`config.mk`:
```
export PLATFORM = sky130hd
export DESIGN_NAME = tterm_seq
export DESIGN_NICKNAME = d
export VERILOG_FILES = /design/src/tterm_pkg.sv /design/src/tterm_seq.sv
export SDC_FILE = /design/constraint.sdc
export NUM_CORES = 1
export LEC_CHECK = 0
export ABC_AREA = 1
export CAP_MARGIN = 20
export CORE_MARGIN = 5
export CORE_UTILIZATION = 50
export CTS_BUF_LIST = sky130_fd_sc_hd__clkbuf_8
export CTS_CLUSTER_SIZE = 10
export DETAILED_ROUTE_END_ITERATION = 10
export DONT_BUFFER_PORTS = 1
export SLEW_MARGIN = 30
export SYNTH_ARGS = -nofsm -noshare
export SYNTH_HDL_FRONTEND = slang
export SYNTH_SLANG_ARGS = --single-unit
```
`constraint.sdc`:
```
create_clock -name clock -period 5.4 [get_ports clock]
set_input_delay 0.81 -clock clock [delete_from_list [all_inputs] [get_ports clock]]
set_output_delay 0.81 -clock clock [all_outputs]
set_load 0.1 [all_outputs]
```
`src/tterm_pkg.sv`:
```
// Package for the text terminal: shared types, character codes and colour constants.
// No dependencies; tterm_esc, tterm_seq and the top level import it.
package tterm_pkg;

   // Fixed widths of the result ports
   localparam int ROW_PORT_W = 5;
   localparam int COL_PORT_W = 7;
   localparam int CELL_W     = 16;

   // Stream characters
   localparam logic [7:0] KEY_NEWLINE  = 8'h0A;
   localparam logic [7:0] KEY_ESC      = 8'h1B;
   localparam logic [7:0] KEY_BRACKET  = 8'h5B;
   localparam logic [7:0] KEY_M        = 8'h6D;
   localparam logic [7:0] KEY_SPACE    = 8'h20;
   localparam logic [7:0] KEY_DIGIT_LO = 8'h30;
   localparam logic [7:0] KEY_DIGIT_HI = 8'h39;

   // Escape codes and the colours they select
   localparam logic [15:0] SGR_CODE_DEFAULT = 16'd0;
   localparam logic [15:0] SGR_CODE_RED     = 16'd31;
   localparam logic [15:0] SGR_CODE_GREEN   = 16'd32;
   localparam logic [3:0]  FG_RED           = 4'h4;
   localparam logic [3:0]  FG_GREEN         = 4'h2;

   // Attribute held by the default colour register out of reset
   localparam logic [7:0] BASE_ATTR_RST = 8'd7;

   typedef enum logic [1:0] {
      ACT_WRITE,
      ACT_READ,
      ACT_COLOR,
      ACT_CLEAR
   } action_type;

   typedef enum logic [1:0] {
      BK_NONE,
      BK_PUT,
      BK_NEWLINE,
      BK_SGR
   } byte_kind_type;

   typedef enum logic [1:0] {
      SGR_IGNORE,
      SGR_DEFAULT,
      SGR_RED,
      SGR_GREEN
   } sgr_type;

   // Decoded meaning of one stream byte, from the escape parser to the sequencer
   typedef struct packed {
      byte_kind_type kind;
      sgr_type       sgr;
   } esc_result_type;

   typedef enum logic [2:0] {
      ST_CLEAR,
      ST_IDLE,
      ST_READ,
      ST_SCROLL,
      ST_FILL
   } state_type;

endpackage

```
`src/tterm_seq.sv`:
```
// Sequencer: cursor, colour, request decode and the walks over the cell store
// (clear, scroll copy, bottom row fill). Depends on tterm_pkg; drives tterm_ram.
module tterm_seq #(
   parameter int COLUMNS = 80,
   parameter int ROWS    = 25,
   localparam int CELLS  = ROWS * COLUMNS,
   localparam int AW     = $clog2(CELLS)
) (
   input  logic                          clock,
   input  logic                          reset,
   input  logic                          start,
   output logic                          busy,
   input  logic [1:0]                    req_action,
   input  logic [7:0]                    req_char_byte,
   input  logic [4:0]                    req_read_row,
   input  logic [6:0]                    req_read_col,
   input  logic [3:0]                    req_fg_color,
   input  logic [3:0]                    req_bg_color,
   input  tterm_pkg::esc_result_type     esc_result,
   output logic                          byte_accept,
   input  logic [7:0]                    base_attr,
   output logic                          ram_we,
   output logic [AW-1:0]                 ram_waddr,
   output logic [tterm_pkg::CELL_W-1:0]  ram_wdata,
   output logic [AW-1:0]                 ram_raddr,
   input  logic [tterm_pkg::CELL_W-1:0]  ram_rdata,
   output logic                          rsp_valid,
   output logic [tterm_pkg::CELL_W-1:0]  rsp_cell_data,
   output logic [tterm_pkg::ROW_PORT_W-1:0] rsp_cursor_row,
   output logic [tterm_pkg::COL_PORT_W-1:0] rsp_cursor_col,
   output logic [7:0]                    rsp_current_color
);
   import tterm_pkg::*;

   localparam int RW = $clog2(ROWS);
   localparam int CW = $clog2(COLUMNS);
   localparam logic [AW-1:0] LAST_CELL  = AW'(CELLS - 1);
   localparam logic [AW-1:0] FIRST_SRC  = AW'(COLUMNS);
   localparam logic [AW-1:0] BOTTOM_ROW = AW'(CELLS - COLUMNS);
   localparam logic [RW-1:0] LAST_ROW   = RW'(ROWS - 1);
   localparam logic [CW-1:0] LAST_COL   = CW'(COLUMNS - 1);

   state_type       state_ff, state_in;
   logic [AW-1:0]   ptr_ff, ptr_in;
   logic            pend_ff, pend_in;
   logic [AW-1:0]   pend_addr_ff, pend_addr_in;
   logic            rd_ok_ff, rd_ok_in;
   logic            clr_report_ff, clr_report_in;
   logic [RW-1:0]   row_ff, row_in;
   logic [CW-1:0]   col_ff, col_in;
   logic [7:0]      color_ff, color_in;
   logic            rsp_valid_ff, rsp_valid_in;
   logic [CELL_W-1:0] cell_ff, cell_in;
   logic [RW-1:0]   rsp_row_ff;
   logic [CW-1:0]   rsp_col_ff;
   logic [7:0]      rsp_color_ff;

   logic            accept;
   logic            done;
   logic            ptr_last;
   logic            row_last;
   logic            read_in_range;
   logic [AW-1:0]   cursor_addr;
   logic [AW-1:0]   read_addr;
   logic [CELL_W-1:0] blank_cell;
   action_type      action;

   assign action        = action_type'(req_action);
   assign ptr_last      = (ptr_ff == LAST_CELL);
   assign row_last      = (row_ff == LAST_ROW);
   assign cursor_addr   = AW'(int'(row_ff) * COLUMNS + int'(col_ff));
   assign read_in_range = (int'(req_read_row) < ROWS) && (int'(req_read_col) < COLUMNS);
   assign read_addr     = read_in_range ?
                          AW'(int'(req_read_row) * COLUMNS + int'(req_read_col)) : '0;
   assign blank_cell    = {base_attr, KEY_SPACE};

   // Next state
   always_comb begin
      state_in = state_ff;
      case (state_ff)
         ST_CLEAR: begin
            if (ptr_last) state_in = ST_IDLE;
         end
         ST_IDLE: begin
            if (accept) begin
               case (action)
                  ACT_WRITE: begin
                     if ((esc_result.kind == BK_NEWLINE) && row_last) state_in = ST_SCROLL;
                  end
                  ACT_READ:  state_in = ST_READ;
                  ACT_CLEAR: state_in = ST_CLEAR;
                  default:   state_in = ST_IDLE;
               endcase
            end
         end
         ST_READ: state_in = ST_IDLE;
         ST_SCROLL: begin
            if (ptr_last) state_in = ST_FILL;
         end
         ST_FILL: begin
            if (!pend_ff && ptr_last) state_in = ST_IDLE;
         end
         default: state_in = ST_IDLE;
      endcase
   end

   // Outputs: store accesses, cursor and colour updates, result capture
   always_comb begin
      busy          = (state_ff != ST_IDLE);
      accept        = start && (state_ff == ST_IDLE);
      byte_accept   = accept && (action == ACT_WRITE);
      ram_we        = 1'b0;
      ram_waddr     = cursor_addr;
      ram_wdata     = {color_ff, req_char_byte};
      ram_raddr     = ptr_ff;
      ptr_in        = ptr_ff;
      pend_in       = 1'b0;
      pend_addr_in  = pend_addr_ff;
      rd_ok_in      = rd_ok_ff;
      clr_report_in = clr_report_ff;
      row_in        = row_ff;
      col_in        = col_ff;
      color_in      = color_ff;
      done          = 1'b0;
      cell_in       = '0;
      case (state_ff)
         ST_CLEAR: begin
            // the clearing pass out of reset uses the reset colour and reports nothing
            ram_we    = 1'b1;
            ram_waddr = ptr_ff;
            ram_wdata = clr_report_ff ? blank_cell : {BASE_ATTR_RST, KEY_SPACE};
            ptr_in    = ptr_ff + AW'(1);
            if (ptr_last) done = clr_report_ff;
         end
         ST_IDLE: begin
            if (accept) begin
               case (action)
                  ACT_WRITE: begin
                     case (esc_result.kind)
                        BK_PUT: begin
                           ram_we = 1'b1;
                           done   = 1'b1;
                           if (col_ff == LAST_COL) begin
                              col_in = '0;
                              row_in = row_last ? '0 : row_ff + RW'(1);
                           end else begin
                              col_in = col_ff + CW'(1);
                           end
                        end
                        BK_NEWLINE: begin
                           col_in = '0;
                           if (row_last) begin
                              ptr_in = FIRST_SRC;
                           end else begin
                              row_in = row_ff + RW'(1);
                              done   = 1'b1;
                           end
                        end
                        BK_SGR: begin
                           done = 1'b1;
                           case (esc_result.sgr)
                              SGR_DEFAULT: color_in = base_attr;
                              SGR_RED:     color_in = {color_ff[7:4], FG_RED};
                              SGR_GREEN:   color_in = {color_ff[7:4], FG_GREEN};
                              default:     color_in = color_ff;
                           endcase
                        end
                        default: done = 1'b1;
                     endcase
                  end
                  ACT_READ: begin
                     ram_raddr = read_addr;
                     rd_ok_in  = read_in_range;
                  end
                  ACT_COLOR: begin
                     color_in = {req_bg_color, req_fg_color};
                     done     = 1'b1;
                  end
                  default: begin
                     row_in        = '0;
                     col_in        = '0;
                     color_in      = base_attr;
                     ptr_in        = '0;
                     clr_report_in = 1'b1;
                  end
               endcase
            end
         end
         ST_READ: begin
            done    = 1'b1;
            cell_in = rd_ok_ff ? ram_rdata : '0;
         end
         ST_SCROLL: begin
            // read one row down, write it back in the next cycle one row up
            ram_raddr    = ptr_ff;
            pend_in      = 1'b1;
            pend_addr_in = ptr_ff - FIRST_SRC;
            ram_we       = pend_ff;
            ram_waddr    = pend_addr_ff;
            ram_wdata    = ram_rdata;
            ptr_in       = ptr_last ? BOTTOM_ROW : ptr_ff + AW'(1);
         end
         ST_FILL: begin
            ram_we = 1'b1;
            if (pend_ff) begin
               // last copy of the scroll still owes its write
               ram_waddr = pend_addr_ff;
               ram_wdata = ram_rdata;
            end else begin
               ram_waddr = ptr_ff;
               ram_wdata = blank_cell;
               ptr_in    = ptr_ff + AW'(1);
               done      = ptr_last;
            end
         end
         default: ;
      endcase
      rsp_valid_in = done;
   end

   always_ff @(posedge clock) begin
      if (reset) begin
         state_ff      <= ST_CLEAR;
         ptr_ff        <= '0;
         pend_ff       <= 1'b0;
         clr_report_ff <= 1'b0;
         rd_ok_ff      <= 1'b0;
         row_ff        <= '0;
         col_ff        <= '0;
         color_ff      <= BASE_ATTR_RST;
         rsp_valid_ff  <= 1'b0;
      end else begin
         state_ff      <= state_in;
         ptr_ff        <= ptr_in;
         pend_ff       <= pend_in;
         clr_report_ff <= clr_report_in;
         rd_ok_ff      <= rd_ok_in;
         row_ff        <= row_in;
         col_ff        <= col_in;
         color_ff      <= color_in;
         rsp_valid_ff  <= rsp_valid_in;
      end
   end

   // Result payload and scroll write address
   always_ff @(posedge clock) begin
      pend_addr_ff <= pend_addr_in;
      if (done) begin
         cell_ff      <= cell_in;
         rsp_row_ff   <= row_in;
         rsp_col_ff   <= col_in;
         rsp_color_ff <= color_in;
      end
   end

   assign rsp_valid         = rsp_valid_ff;
   assign rsp_cell_data     = cell_ff;
   assign rsp_cursor_row    = ROW_PORT_W'(rsp_row_ff);
   assign rsp_cursor_col    = COL_PORT_W'(rsp_col_ff);
   assign rsp_current_color = rsp_color_ff;

   // Cursor stays on the screen
   assert property (@(posedge clock) disable iff (reset)
      (int'(row_ff) < ROWS) && (int'(col_ff) < COLUMNS))
      else $error("cursor outside the screen");

   // A deferred copy write exists only during a scroll
   assert property (@(posedge clock) disable iff (reset)
      pend_ff |-> (state_ff == ST_SCROLL) || (state_ff == ST_FILL))
      else $error("copy write pending outside a scroll");

   // A cell read request is always answered by a result strobe after the read state
   assert property (@(posedge clock) disable iff (reset)
      (accept && (action == ACT_READ)) |-> ##2 rsp_valid_ff)
      else $error("cell read produced no result");

   // A strobe always follows a finishing step
   assert property (@(posedge clock) disable iff (reset)
      rsp_valid_ff |-> $past(done))
      else $error("result strobe without a finished request");

endmodule

```
==> results by group <==
Detailed routing
  • Initial DRT Pass Iterations: 5
  • Final ANT Viol Nets: 0
  • Vias post-DR: roughly 5100
  • Drt first-iter violations: between 400 and 500
  • Vias per inst: between 5 and 6
  • Remaining DRCs: 0
  • Routed len/inst: about 17 um
  • WL final: approximately 16 mm

Yosys
  • Cell count after synthesis: approximately 750
  • Syn nets: approximately 850
  • Most numerous cell in the Yosys netlist: nand2_1
  • Most frequent cells after synthesis: nand2_1, inv_1, nor2_1
  • Post-synthesis sequential area ratio: a little under two fifths
  • Yosys warning count: 0
  • Synth Cell Area: around 5700 um2
  • Area contributors post-synth: edfxtp_1, dfxtp_1, nand2_1
  • Post-synth EDFFs: 47
  • Yosys reg bits: 85
  • Ys flop type: edfxtp_1
  • Area leader, netlist: edfxtp_1
  • Ys async rst share: 0%
  • Post-synth top area share: around a quarter
  • Number of distinct library cells after synthesis: 46
  • Synthesized area per cell: 7.62 um2

Global route
  • Number of antenna violations at the first check in global routing: 0
  • First-pass GRT wire length: roughly 25 mm
  • All-Layer GR Usage: between 20% and 30%
  • Vias in the first global route: between 4000 and 5000
  • Largest net degree at the start of global routing: 38
  • GRT overflow: 0

STA
  • Setup violators final: 0
  • Setup TNS: 0 ns
  • Worst-Margin Slew: just over 1 ns
  • Final Hold Fails: 0
  • Relative slew slack: 31.2%
  • Final Cycle Share: around 74%
  • Period minus WS final: about 4 ns
  • Fmax: 250 MHz
  • Clock Skew: 0.0117 ns
  • Hold WS: slightly below 0.5 ns
  • Max-slew violations: 0
  • RSZ-0062 raised after global routing: no

Die
  • Die X: 117 um
  • Die ar.: between 10000 and 15000 um2
  • Starting Density: between 50 and 60%
  • Die height: ~120 um
  • # IOs: 139
  • Rows: 39
  • Area of the core: ~11000 um2

Clock tree
  • Clk slew on worst S/H paths: 0.10 ns
  • CTS Hold Bufs: 0
  • CTS sink count: 85
  • Clk root buf: clkbuf_8
  • Clk Latency, worst-skew pair: ~0.38 ns
  • CTS HTree Levels: 3
  • Number of gates resized after CTS: 0
  • Postcts setup bufs: 0
  • Buffer depth of the longest clock path: 2
  • CTS tree: done
  • CTS Buf Count: 9

Finish
  • Layout area overhead: 15.1%
  • Share of cells above drive strength 1: ~14%
  • Layout Nets: 865
  • # diodes: 0

Power and ir drop
  • Max IR drop VDD: around 180 uV
  • LEAKAGE: 0.00284 uW
  • Pwr Density: between 200 and 300 nW/um2

Critical path
  • Startpoint types: register
  • Crit Path Class: reg2out
  • CP Data Required Time: 4.59 ns
  • CP endpoint kind: output pin
  • Worst EP arrival: around 3.2 ns
  • Worst-path fanout max: 20

Status
  • Outcome: finished, final reports clean

Placement
  • RePlAce Congestion: between 0.9 and 1
  • HPWL after DPL: around 12 mm
  • Port bufs: 0

Job
  • Max Cap Violations: 0

Worst hold path
  • Worst min-delay path category: in2reg
layer usage:
| layer | vias up | global-route usage (%) | routed length, um | part of all wire (%) |
|---|---|---|---|---|
| met4 | 0 | 9.40 | 365 | 2.3 |
| met2 | 166 | 39.6 | 7590 | 48 |
| li1 | 2503 | - | - | - |
| met5 | - | 0 | 0 | 0 |
| met3 | 24 | 4.37 | 1080 | 6.8 |
| met1 | 2389 | 28.8 | 6800 | 43 |
sequential cells by signal, summed over array words and instances, names as in the netlist:
signal / count
rsp_cell_data: 16
pend_addr_ff: 11
ptr_ff: 11
color_ff: 8
rsp_current_color: 8
col_ff: 7
rsp_cursor_col: 7
row_ff: 5
rsp_cursor_row: 5
state_ff: 3
clr_report_ff: 1
pend_ff: 1
rd_ok_ff: 1
rsp_valid: 1
cell usage in the layout, fill, tap and decap left out, drive strengths merged, types with 17 or more instances in the layout:
cell type  count
nor2          66
nand3         37
edfxtp        47
inv          111
xor2          17
o21ai         48
ha            34
buf           29
dfxtp         38
nand2        204
a21oi         54
stage by stage:
stage | util (%) | power (uW) | std cells | cell area (um2) | worst slack, ns
floorplan | - | 1180 | 753 | 5740 | 0.927
global placement | 55.5 | 1320 | 898 | 6280 | 1.69
detailed placement | 56.3 | 1340 | 898 | 6370 | 1.62
CTS | 58.3 | 1870 | 914 | 6600 | 1.37
global route | 58.3 | 1920 | 914 | 6600 | 1.22
finish | 58.3 | 1850 | 914 | 6600 | 1.40
power by group:
group          leakage [uW]  switching [uW]  internal, uW
Sequential         0.000749            43.3           696
Clock              0.000113             254           276
Combinational       0.00198             427           155
worst max-delay path, cell delays in order (launching register included):
cell and delay, ns:
dfxtp_1 0.47, nand2_4 0.11, nor2_8 0.17, nand2_4 0.22
nor2_4 0.65, nand3_2 0.29, inv_2 0.22, nand2_1 0.11
o22ai_4 0.55
final timing paths:
| check | slack, ns | from | endpoint | cells past startpoint |
|---|---|---|---|---|
| setup / recovery | 1.40 | state_ff[0]$_SDFFE_PP0P_ | ram_raddr[7] | 8 |
| hold / removal | 0.48 | reset | ptr_ff[9]$_SDFFE_PP0P_ | 1 |
| setup reg to reg | 3.03 | state_ff[1]$_SDFFE_PP0P_ | rsp_cursor_row[3]$_DFFE_PP_ | 10 |
| hold reg to reg | 0.50 | clr_report_ff$_SDFFE_PP0P_ | clr_report_ff$_SDFFE_PP0P_ | 2 |
cells by family (layout without fill, tap and decap cells):
kind of cell             after synthesis  in the layout  share of synthesized area (%)
AND/OR/NAND/NOR                      326            326                           24.9
AO/OA/AOI/OAI                        144            144                           15.1
buffers and inverters                138            156                           9.92
flip-flops                            85             85                           37.9
adder cells (fa/ha/maj)               38             38                           8.81
XOR/XNOR                              22             22                           3.36
final cells by class:
cell class	instances	area [um2]
Clock buffer	10	138
Clock inverter	6	93.8
Fill cell	1063	4720
Inverter	111	419
Multi-Input combinational cell	530	3260
Sequential cell	85	2170
Tap cell	143	179
Timing Repair Buffer	29	338
No activity file was read; power rests on OpenSTA's default activity.
