### config.mk
export PLATFORM = sky130hd
export DESIGN_NAME = tterm_esc
export DESIGN_NICKNAME = d
export VERILOG_FILES = /design/src/tterm_pkg.sv /design/src/tterm_esc.sv
export SDC_FILE = /design/constraint.sdc
export NUM_CORES = 1
export LEC_CHECK = 0
export ABC_AREA = 1
export BUFFER_PORTS_ARGS = -buffer_cell sky130_fd_sc_hd__buf_4
export CAP_MARGIN = 10
export CORE_MARGIN = 2
export CORE_UTILIZATION = 30
export CTS_BUF_LIST = sky130_fd_sc_hd__clkbuf_2 sky130_fd_sc_hd__clkbuf_4 sky130_fd_sc_hd__clkbuf_8
export DETAILED_ROUTE_END_ITERATION = 16
export PLACE_DENSITY_LB_ADDON = 0.25
export RECOVER_POWER = 25
export SLEW_MARGIN = 20
export SYNTH_ARGS = -nofsm -noshare
export SYNTH_HDL_FRONTEND = slang
export SYNTH_SLANG_ARGS = --single-unit
### constraint.sdc
create_clock -name clock -period 5.6 [get_ports clock]
set_input_delay 0.84 -clock clock [delete_from_list [all_inputs] [get_ports clock]]
set_output_delay 0.84 -clock clock [all_outputs]
set_load 0.005 [all_outputs]
### src/tterm_pkg.sv
// Package for the text terminal: shared types, character codes and colour constants.
// No dependencies; tterm_esc, tterm_seq and the top level import it.
package tterm_pkg;

   // Fixed widths of the result ports
   localparam int ROW_PORT_W = 5;
   localparam int COL_PORT_W = 7;
   localparam int CELL_W     = 16;

   // Stream characters
   localparam logic [7:0] KEY_NEWLINE  = 8'h0A;
   localparam logic [7:0] KEY_ESC      = 8'h1B;
   localparam logic [7:0] KEY_BRACKET  = 8'h5B;
   localparam logic [7:0] KEY_M        = 8'h6D;
   localparam logic [7:0] KEY_SPACE    = 8'h20;
   localparam logic [7:0] KEY_DIGIT_LO = 8'h30;
   localparam logic [7:0] KEY_DIGIT_HI = 8'h39;

   // Escape codes and the colours they select
   localparam logic [15:0] SGR_CODE_DEFAULT = 16'd0;
   localparam logic [15:0] SGR_CODE_RED     = 16'd31;
   localparam logic [15:0] SGR_CODE_GREEN   = 16'd32;
   localparam logic [3:0]  FG_RED           = 4'h4;
   localparam logic [3:0]  FG_GREEN         = 4'h2;

   // Attribute held by the default colour register out of reset
   localparam logic [7:0] BASE_ATTR_RST = 8'd7;

   typedef enum logic [1:0] {
      ACT_WRITE,
      ACT_READ,
      ACT_COLOR,
      ACT_CLEAR
   } action_type;

   typedef enum logic [1:0] {
      BK_NONE,
      BK_PUT,
      BK_NEWLINE,
      BK_SGR
   } byte_kind_type;

   typedef enum logic [1:0] {
      SGR_IGNORE,
      SGR_DEFAULT,
      SGR_RED,
      SGR_GREEN
   } sgr_type;

   // Decoded meaning of one stream byte, from the escape parser to the sequencer
   typedef struct packed {
      byte_kind_type kind;
      sgr_type       sgr;
   } esc_result_type;

   typedef enum logic [2:0] {
      ST_CLEAR,
      ST_IDLE,
      ST_READ,
      ST_SCROLL,
      ST_FILL
   } state_type;

endpackage

### src/tterm_esc.sv
// Escape parser: holds the escape state and classifies each stream byte.
// Depends on tterm_pkg.
module tterm_esc (
   input  logic                     clock,
   input  logic                     reset,
   input  logic                     byte_accept,
   input  logic [7:0]               char_byte,
   output tterm_pkg::esc_result_type esc_result
);
   import tterm_pkg::*;

   logic        in_esc_ff, in_esc_in;
   logic [7:0]  step_ff, step_in;
   logic [15:0] value_ff, value_in;
   logic        is_digit;

   assign is_digit = (char_byte >= KEY_DIGIT_LO) && (char_byte <= KEY_DIGIT_HI);

   // Byte classification and escape state update
   always_comb begin
      in_esc_in       = in_esc_ff;
      step_in         = step_ff;
      value_in        = value_ff;
      esc_result.kind = BK_NONE;
      esc_result.sgr  = SGR_IGNORE;
      if (char_byte == KEY_NEWLINE) begin
         esc_result.kind = BK_NEWLINE;
      end else if (char_byte == KEY_ESC) begin
         in_esc_in = 1'b1;
         step_in   = 8'd1;
         value_in  = 16'd0;
      end else if (in_esc_ff) begin
         if ((char_byte == KEY_BRACKET) && (step_ff == 8'd1)) begin
            step_in = 8'd2;
         end else if (is_digit && (step_ff > 8'd1)) begin
            // 16-bit wrapping decimal accumulate
            value_in = value_ff * 16'd10 + {12'd0, char_byte[3:0]};
            step_in  = step_ff + 8'd1;
         end else if (char_byte == KEY_M) begin
            in_esc_in       = 1'b0;
            esc_result.kind = BK_SGR;
            if (value_ff == SGR_CODE_DEFAULT) begin
               esc_result.sgr = SGR_DEFAULT;
            end else if (value_ff == SGR_CODE_RED) begin
               esc_result.sgr = SGR_RED;
            end else if (value_ff == SGR_CODE_GREEN) begin
               esc_result.sgr = SGR_GREEN;
            end
         end else begin
            // anything else cancels the escape and is dropped
            in_esc_in = 1'b0;
         end
      end else begin
         esc_result.kind = BK_PUT;
      end
   end

   always_ff @(posedge clock) begin
      if (reset) begin
         in_esc_ff <= 1'b0;
         step_ff   <= 8'd0;
         value_ff  <= 16'd0;
      end else if (byte_accept) begin
         in_esc_ff <= in_esc_in;
         step_ff   <= step_in;
         value_ff  <= value_in;
      end
   end

   // Escape state moves only on an accepted stream byte
   assert property (@(posedge clock) disable iff (reset)
      !byte_accept |=> $stable(in_esc_ff) && $stable(step_ff) && $stable(value_ff))
      else $error("escape state changed without a stream byte");

endmodule

==> impl_metrics.json, run 1 <==
{
  "status": "complete, no violations",
  "seq_power_share_pct": 57.7,
  "fmax_mhz": 310.6,
  "crit_buf_inv": 2,
  "drive_above_1_share_pct": 9.273,
  "p_clk_share_pct": 36.7,
  "clk_latency_ps": 270,
  "synth-seq-area-share_pct": 20.09,
  "grt_pass1_vias": 2174,
  "max_stage_delay_ps": 500,
  "drc": 0,
  "r2r_slack_ps": 2780,
  "power_switching_share_pct": 23.75,
  "cp.depth": 6,
  "dp_hpwl_microns": 4734,
  "clock_sink_count": 25,
  "critical_path_class": "in2out",
  "synth_nets": 429,
  "first_pass_iters": 5,
  "power_density_nw_per_um2": 113.1,
  "ff_latch_area_sq_um": 500.5,
  "cts_resized": 0,
  "final.min_clock_period_ps": 3220,
  "avgViaCountPerCell": 4.770,
  "rows": 33,
  "io_pins": 15,
  "yosys.area.top_type": "dfxtp_1",
  "place_inst": 500,
  "synth_cell_types": 40,
  "combPwrFrac_pct": 5.6,
  "synth_warnings": 0,
  "rsz0062_at_grt": "false",
  "drv_cap": 0,
  "cts_buffers": 3,
  "synthTopCellsByArea": "dfxtp_1 20%, nand2_1 17%, ha_1 15%",
  "clk_transition_reported_paths_ps": 100,
  "switching_power_mw": 0.07312,
  "place.port_buffers": 14,
  "ys_ff_latch": 25,
  "critPathLaunch": "char_byte[2]",
  "worstMarginPinSlew_ps": 503.7,
  "die_w_microns": 95.13,
  "cp_top_family": "simple AND/OR/NAND/NOR gates",
  "core-area_sq_um": 8134,
  "grtUsageTotal_pct": 13.85,
  "required_ps": 4760,
  "skew_ps": 4.180,
  "grt_pass1_wl_microns": 10170,
  "ir_drop_uv": 67.02,
  "r2r-end": "value_ff[15]",
  "min_period_over_period_pct": 57.50,
  "crit_path_top_delay_cell": "a2111oi_0",
  "antenna_left": 0,
  "grt_overflow": 0,
  "nFillCells": 905,
  "path_cells": "clkbuf_1 -> nand4_1 -> nor4_1 -> nand3_1 -> a2111oi_0 -> buf_4",
  "design.die.area_sq_um": 9049,
  "stdcell_count": 504,
  "avgSynthCellArea_sq_um": 6.437,
  "routed_wl_microns": 5909,
  "clockBufferDepth": 2,
  "hp-class": "reg2reg",
  "nets": 442,
  "worstPathArrival_ps": 2380,
  "setup_violations": 0,
  "slew_violations": 0,
  "area_delta_synth_final_pct": 9.242,
  "critPathMaxFanout": 5,
  "drtIter0Drc": 100,
  "multiInputGateArea_sq_um": 1739,
  "gp_congestion": 0.7746,
  "synthCells": 387,
  "grt_max_degree": 26,
  "p_int_mw": 0.2348,
  "wl_per_cell_microns": 11.72,
  "power_leakage_nw": 1.348,
  "end_kind": "primary output",
  "root_buffer": "clkbuf_8",
  "h-tree-depth": 1,
  "setup-tns-final_ps": 0,
  "netlist_area_sq_um": 2491,
  "die_y_microns": 95.13,
  "initial_core_util_pct": 30.63,
  "cp-start-kind": "input port",
  "cp-endpoint": "esc_result[1]",
  "rr_startpoint": "value_ff[1]",
  "relSlewSlack_pct": 65.55,
  "cts_tree": "built",
  "yosysTopAreaCellShare_pct": 20.09,
  "postCtsSetupBuffers": 0,
  "hold_viol": 0,
  "grt_antenna_before_repair": 0,
  "ctsHoldBuffers": 0,
  "vias": 2404,
  "insertedDiodeCount": 0,
  "worstRegToRegCells": 13,
  "min_path_cells": 2
}
area by class of cell:
cell class / instances / area share (%)
multi-input cells: 303 / 63.91
flip-flops and latches: 25 / 18.39
inverters: 53 / 7.356
well taps: 105 / 4.828
repair buffers: 14 / 3.724
clock buffers: 3 / 1.517
clock inverters: 1 / 0.2759
cells by family (layout without fill, tap and decap cells):
kind of cell               count (synthesis)  in the layout  synth area share [%]
adders and majority gates                 31             31                 16.17
buffers and inverters                     59             71                 9.593
xor gates and xnor gates                   9              9                 3.466
and+or+nand+nor                          213            213                 39.63
AOI/OAI and AO/OA                         50             50                 11.05
DFF                                       25             25                 20.09
cells in the mapped netlist, drive strengths merged:
master   instances
clkinv           1
a22oi            1
nand2          116
a2111oi          1
nor3             4
nor4             4
clkbuf           2
nor2            31
xnor2            3
a21boi           1
ha              29
xor2             6
or2              4
nor3b            1
fa               2
nand4           19
a211oi           2
o21ai            8
buf              4
inv             52
a31oi            1
o21bai           1
nand3b           3
a21oi           35
or3              1
dfxtp           25
nand3           30
per-stage QoR:
step | total power, mW | area (sq um) | hold WS, ps | setup slack (ps) | utilization (%)
floorplan | 0.1897 | 2491 | 456.4 | 2984 | -
global placement | 0.1993 | 2693 | 470.9 | 2389 | 33.10
detailed placement | 0.1995 | 2693 | 468.5 | 2484 | 33.10
CTS | 0.3139 | 2741 | 486.8 | 2466 | 33.70
global route | 0.3221 | 2721 | 521.6 | 2127 | 33.46
finish | 0.3079 | 2721 | 482.4 | 2380 | 33.46
worst min path at each step:
stage	startpoint	endpoint	slack, ps
floorplan	value_ff[15]	value_ff[15]	460
detailed placement	value_ff[15]	value_ff[15]	470
finish	value_ff[15]	value_ff[15]	480
CTS	value_ff[15]	value_ff[15]	490
global placement	value_ff[15]	value_ff[15]	470
global route	step_ff[7]	step_ff[7]	520
worst reg2reg max path: stages, from the launching register on:
cell     delay (ps)
dfxtp_1         490
ha_1            290
ha_1            260
fa_1            480
xnor2_1         210
nor2_1          150
nand2_2          90
nor2_4          110
nand3_2         110
nor2_2          170
nand3_1          90
nand2_1          70
nand3_1         100
a21oi_2         130
registers in the layout, indices dropped and copies added (netlist names):
| register | flops |
|---|---|
| step_ff | 8 |
| value_ff | 16 |
| in_esc_ff | 1 |
power groups by stage:
stage / logic, mW / clock network, mW / registers [mW]
floorplan: 0.00788 / 0 / 0.182
global placement: 0.0175 / 0 / 0.182
detailed placement: 0.0177 / 0 / 0.182
CTS: 0.0178 / 0.119 / 0.178
global route: 0.0193 / 0.125 / 0.178
finish: 0.0173 / 0.113 / 0.178
cell usage in the layout, fill, tap and decap left out, drive strengths merged, types with 2 or more instances in the layout:
master,count
nand4,19
nor4,4
xor2,6
nand3,30
nand3b,3
xnor2,3
or2,4
inv,52
buf,13
nor2,31
dfxtp,25
o21ai,8
nor3,4
nand2,116
a211oi,2
clkbuf,4
fa,2
ha,29
a21oi,35
clkinvlp,2
routing by layer:
| metal | track usage [%] | part of all wire, % |
|---|---|---|
| met5 | 0 | 0 |
| met1 | 19.27 | 51 |
| met4 | 1.449 | 0.46 |
| met3 | 2.213 | 2.2 |
| met2 | 23.24 | 47 |
No activity file was read; power rests on OpenSTA's default activity.
==> inputs of run 2 (changes only) <==
==> constraint.sdc (replaced) <==
create_clock -name clock -period 3.1 [get_ports clock]
set_input_delay 0.465 -clock clock [delete_from_list [all_inputs] [get_ports clock]]
set_output_delay 0.465 -clock clock [all_outputs]
set_load 0.005 [all_outputs]
==> run 2 against run 1 <==
Largest cell class unchanged. Via count rose by 0.25%. Power grew 80%. Worst hold slack worse by 9.6 ps. Critical path type is now reg2reg.
==> impl_metrics.json, run 2 (synthesis results as in run 1) <==
{
  "status": "complete, no violations",
  "vias": 2410,
  "io_pins": 15,
  "clk_transition_reported_paths_ps": 100,
  "worstPathArrival_ps": 2960,
  "cts_resized": 0,
  "required_ps": 3320,
  "final.min_clock_period_ps": 2737,
  "cts_tree": "built",
  "dp_hpwl_microns": 4760,
  "initial_core_util_pct": 30.63,
  "grt_pass1_wl_microns": 10120,
  "critical_path_class": "reg2reg",
  "skew_ps": 11.10,
  "reg_top3": "value_ff: 16 flops, step_ff: 8 flops, in_esc_ff: 1 flops",
  "rr_startpoint": "value_ff[1]",
  "antenna_left": 0,
  "nFillCells": 889,
  "largest_register_ffs": 16,
  "crit_path_top_delay_cell": "fa_1",
  "grt_antenna_before_repair": 0,
  "max_stage_delay_ps": 570,
  "relSlewSlack_pct": 56.74,
  "core-area_sq_um": 8134,
  "gp_congestion": 0.8564,
  "die_w_microns": 95.13,
  "hold_viol": 0,
  "drtIter0Drc": 115,
  "r2r-end": "value_ff[15]",
  "place.port_buffers": 14,
  "drc": 0,
  "final_core_util_pct": 33.50,
  "cpMostUsedCell": "nand3_1",
  "power_leakage_nw": 1.352,
  "clock_sink_count": 25,
  "setup-tns-final_ps": 0,
  "fmax_mhz": 365.4,
  "slew_violations": 0,
  "cp-start-kind": "register",
  "rows": 33,
  "nets": 442,
  "final_cell_mix": "111 x nand2_1, 51 x inv_1, 33 x a21oi_1",
  "holdPathEnd": "value_ff[0]",
  "power_density_nw_per_um2": 203.9,
  "path_cells": "ha_1 -> ha_1 -> fa_1 -> nand3_1 -> nor2_1 -> nand2_2 -> nor2_4 -> nand3_2 -> nor2_2 -> nand3_1 -> nand2_1 -> nand3_1 -> a21oi_2",
  "final_common_cell": "nand2_1",
  "critPathMaxFanout": 6,
  "h-tree-depth": 1,
  "wl_per_cell_microns": 11.65,
  "grt_pass1_vias": 2195,
  "whs_ps": 472.7,
  "clk_latency_ps": 280,
  "clockBufferDepth": 2,
  "drv_cap": 0,
  "root_buffer": "clkbuf_8",
  "worstMarginPinSlew_ps": 632.6,
  "regMostFlops": "value_ff",
  "ctsHoldBuffers": 0,
  "avgViaCountPerCell": 4.782,
  "grt_max_degree": 26,
  "min_period_over_period_pct": 88.28,
  "grt_overflow": 0,
  "rsz0062_at_grt": "false",
  "cts_buffers": 3,
  "first_pass_iters": 4,
  "insertedDiodeCount": 0,
  "grtUsageTotal_pct": 13.80,
  "hp-class": "in2reg",
  "die_y_microns": 95.13,
  "design.die.area_sq_um": 9049,
  "drive_above_1_share_pct": 9.524,
  "critPathLaunch": "value_ff[1]",
  "hp-start": "char_byte[0]",
  "r2r_slack_ps": 360,
  "setup_violations": 0,
  "routed_wl_microns": 5872,
  "area_delta_synth_final_pct": 9.392,
  "worstRegToRegCells": 13,
  "end_kind": "register",
  "ir_drop_uv": 171.6,
  "postCtsSetupBuffers": 0,
  "power_mw": 0.5557,
  "min_path_cells": 3
}
run 2: changes by cell type in the layout (fill, tap and decap cells not counted):
| cell | before | now |
|---|---|---|
| clkbuf_1 | 1 | 0 |
| buf_4 | 13 | 14 |
run 2: critical path, delay by kind of cell, from the launching register on:
kind / cells / cell delay (ps)
AO/OA/AOI/OAI: 1 / 140
adder cells (fa/ha/maj): 3 / 1100
flip-flops: 1 / 470
AND/OR/NAND/NOR: 9 / 980
run 2: layer usage:
metal | global-route usage (%) | vias to the layer above | routed length, microns
met3 | 2.292 | 4 | 102
li1 | - | 1309 | -
met5 | 0 | - | 0
met4 | 0.9662 | 0 | 28
met1 | 19.76 | 1076 | 3111
met2 | 22.65 | 21 | 2630
run 2: through the flow:
stage                     area [sq um]  std cells  worst slack (ps)
after detailed placement          2693        500             360.0
after floorplan                   2491        387             667.5
final                             2725        504             363.3
after CTS                         2741        504             356.0
after global routing              2725        504             171.1
after global placement            2693        500             487.5
run 2: area by class of cell:
cell class / count / area [sq um] / area share (%)
clock buffer: 3 / 41.29 / 1.515
clock inverter: 1 / 7.507 / 0.2755
tap: 105 / 131.4 / 4.821
sequential: 25 / 500.5 / 18.37
multi-input combinational: 303 / 1739 / 63.82
timing repair buffer: 14 / 105.1 / 3.857
inverter: 53 / 200.2 / 7.346
run 2: worst max path at each step:
stage               endpoint  slack, ps
3_5_place_dp    value_ff[15]        360
5_1_grt         value_ff[15]        170
3_3_place_gp   esc_result[1]        490
6_report        value_ff[15]        360
4_1_cts         value_ff[15]        360
2_1_floorplan   value_ff[12]        670
run 2: power by group:
group | internal [mW] | total (mW) | switching [mW]
Sequential | 0.321 | 0.321 | 0.000000714
Clock | 0.0912 | 0.203 | 0.112
Combinational | 0.0127 | 0.0319 | 0.0192
==> inputs of run 3 (changes only) <==
--- a/config.mk
+++ b/config.mk
@@ -8,11 +8,10 @@
 export ABC_AREA = 1
 export BUFFER_PORTS_ARGS = -buffer_cell sky130_fd_sc_hd__buf_4
 export CAP_MARGIN = 10
-export CORE_MARGIN = 2
 export CORE_UTILIZATION = 30
 export CTS_BUF_LIST = sky130_fd_sc_hd__clkbuf_2 sky130_fd_sc_hd__clkbuf_4 sky130_fd_sc_hd__clkbuf_8
 export DETAILED_ROUTE_END_ITERATION = 16
-export PLACE_DENSITY_LB_ADDON = 0.25
+export PLACE_DENSITY = 0.51
 export RECOVER_POWER = 25
 export SLEW_MARGIN = 20
 export SYNTH_ARGS = -nofsm -noshare
==> run 3 against run 2 <==
Routed wire length increased by 0.68%. Worst setup slack better by 80 ps. Non-clock buffer count did not move. First-iteration DRC count fell by 33%. Clock skew down 1.4 ps. Largest cell class unchanged. Maximum frequency rose by 3.0%. Core utilization is 1.0 points higher. Final cell count is 0.60% lower. Clock power hardly changed. Die area is 4.2% lower. Highest routed layer unchanged. Combinational power hardly changed. Count of clock-buffer cells in the layout unchanged.
==> impl_metrics.json, run 3 (synthesis results as in run 1) <==
{
  "grtUsageTotal_pct": 14.47,
  "ctsHoldBuffers": 0,
  "grt_antenna_before_repair": 0,
  "grt_overflow": 0,
  "crit_path_top_delay_cell": "fa_1",
  "seq_power_share_pct": 57.5,
  "area_delta_synth_final_pct": 9.242,
  "nFillCells": 844,
  "combPwrFrac_pct": 5.7,
  "final_cell_mix": "111 x nand2_1, 51 x inv_1, 33 x a21oi_1",
  "hp-class": "in2reg",
  "place.port_buffers": 14,
  "drive_above_1_share_pct": 9.524,
  "power_density_nw_per_um2": 205.1,
  "p_clk_share_pct": 36.8,
  "max_stage_delay_ps": 560,
  "rows": 32,
  "rr_startpoint": "value_ff[1]",
  "crit_buf_inv": 1,
  "worstMarginPinSlew_ps": 562.1,
  "setup-tns-final_ps": 0,
  "h-tree-depth": 1,
  "cp-start-kind": "register",
  "io_pins": 15,
  "grt_max_degree": 26,
  "hp-start": "char_byte[0]",
  "ir_drop_uv": 125.6,
  "end_kind": "register",
  "final_common_cell": "nand2_1",
  "power_leakage_nw": 1.352,
  "routed_wl_microns": 5912,
  "gp_congestion": 0.8409,
  "postCtsSetupBuffers": 0,
  "core-area_sq_um": 7888,
  "critPathLaunch": "value_ff[1]",
  "vias": 2381,
  "grt_pass1_vias": 2148,
  "design.die.area_sq_um": 8672,
  "skew_ps": 9.676,
  "clockBufferDepth": 2,
  "insertedDiodeCount": 0,
  "cts_buffers": 3,
  "regMostFlops": "value_ff",
  "hold_viol": 0,
  "drv_cap": 0,
  "reg_top3": "value_ff: 16 flops, step_ff: 8 flops, in_esc_ff: 1 flops",
  "clock_sink_count": 25,
  "final_core_util_pct": 34.50,
  "clk_latency_ps": 280,
  "required_ps": 3330,
  "relSlewSlack_pct": 61.55,
  "power_mw": 0.5582,
  "switching_power_mw": 0.1333,
  "clk_transition_reported_paths_ps": 100,
  "slew_violations": 0,
  "grt_pass1_wl_microns": 10120,
  "die_w_microns": 93.13,
  "antenna_left": 0,
  "cp_top_family": "adder cells",
  "path_cells": "ha_1 -> ha_1 -> fa_1 -> nand2_1 -> inv_1 -> nand4_1 -> nand2_1 -> nand4_1 -> nor2_2 -> a21oi_1 -> or2_1 -> a21oi_2",
  "min_period_over_period_pct": 85.70,
  "status": "complete, no violations",
  "fmax_mhz": 376.4,
  "power_switching_share_pct": 23.88,
  "avgViaCountPerCell": 4.752,
  "wl_per_cell_microns": 11.80,
  "final.min_clock_period_ps": 2657,
  "dp_hpwl_microns": 4779,
  "first_pass_iters": 4,
  "rsz0062_at_grt": "false",
  "critPathMaxFanout": 6,
  "drc": 0,
  "largest_register_ffs": 16,
  "initial_core_util_pct": 31.58,
  "worstPathArrival_ps": 2880,
  "root_buffer": "clkbuf_8",
  "cts_resized": 0,
  "die_y_microns": 93.13,
  "setup_violations": 0,
  "critical_path_class": "reg2reg",
  "cts_tree": "built",
  "nets": 442,
  "p_int_mw": 0.4249,
  "drtIter0Drc": 77
}
## run 3: path summary, 6_finish.rpt
path	endpoint	slack, ps	depth (start not counted)
worst max-delay path	value_ff[12]	440	12
worst min-delay path	value_ff[0]	470	3
worst max register to register	value_ff[12]	440	12
worst min register to register	step_ff[4]	490	2
## run 3: routing by layer
layer,share of wire (%),vias to the layer above,track usage [%]
li1,-,1302,-
met1,51,1055,20.00
met2,46,20,24.08
met3,1.9,4,2.033
met4,0.66,0,2.564
met5,0,-,0
## run 3: cell type report
class                   instances  area [sq um]  area share [%]
inverters                      53         200.2           7.356
clock inverters                 1         7.507          0.2759
well taps                     102         127.6           4.690
clock buffers                   3         41.29           1.517
multi-input cells             303          1739           63.91
flip-flops and latches         25         500.5           18.39
repair buffers                 14         105.1           3.862
## run 3: per-stage QoR
stage | hold slack, ps | worst slack (ps) | instances | cell area, sq um
global placement | 474.2 | 509.2 | 497 | 2689
finish | 470.9 | 443.4 | 501 | 2721
CTS | 469.4 | 444.7 | 501 | 2738
floorplan | 456.4 | 667.5 | 387 | 2491
detailed placement | 478.6 | 456.1 | 497 | 2689
global route | 507.2 | 203.9 | 501 | 2721
## run 3: power groups by stage
| stage | Sequential [mW] | Combinational [mW] | Clock (mW) |
|---|---|---|---|
| 6_report | 0.321 | 0.0317 | 0.206 |
| 5_1_grt | 0.321 | 0.0346 | 0.226 |
| 4_1_cts | 0.321 | 0.0323 | 0.213 |
| 3_5_place_dp | 0.328 | 0.0322 | 0 |
| 3_3_place_gp | 0.328 | 0.0323 | 0 |
| 2_1_floorplan | 0.328 | 0.0142 | 0 |
## run 3: worst min-delay path: stages
cell	delay, ps
buf_4	120
nand2_1	50
a21oi_1	60
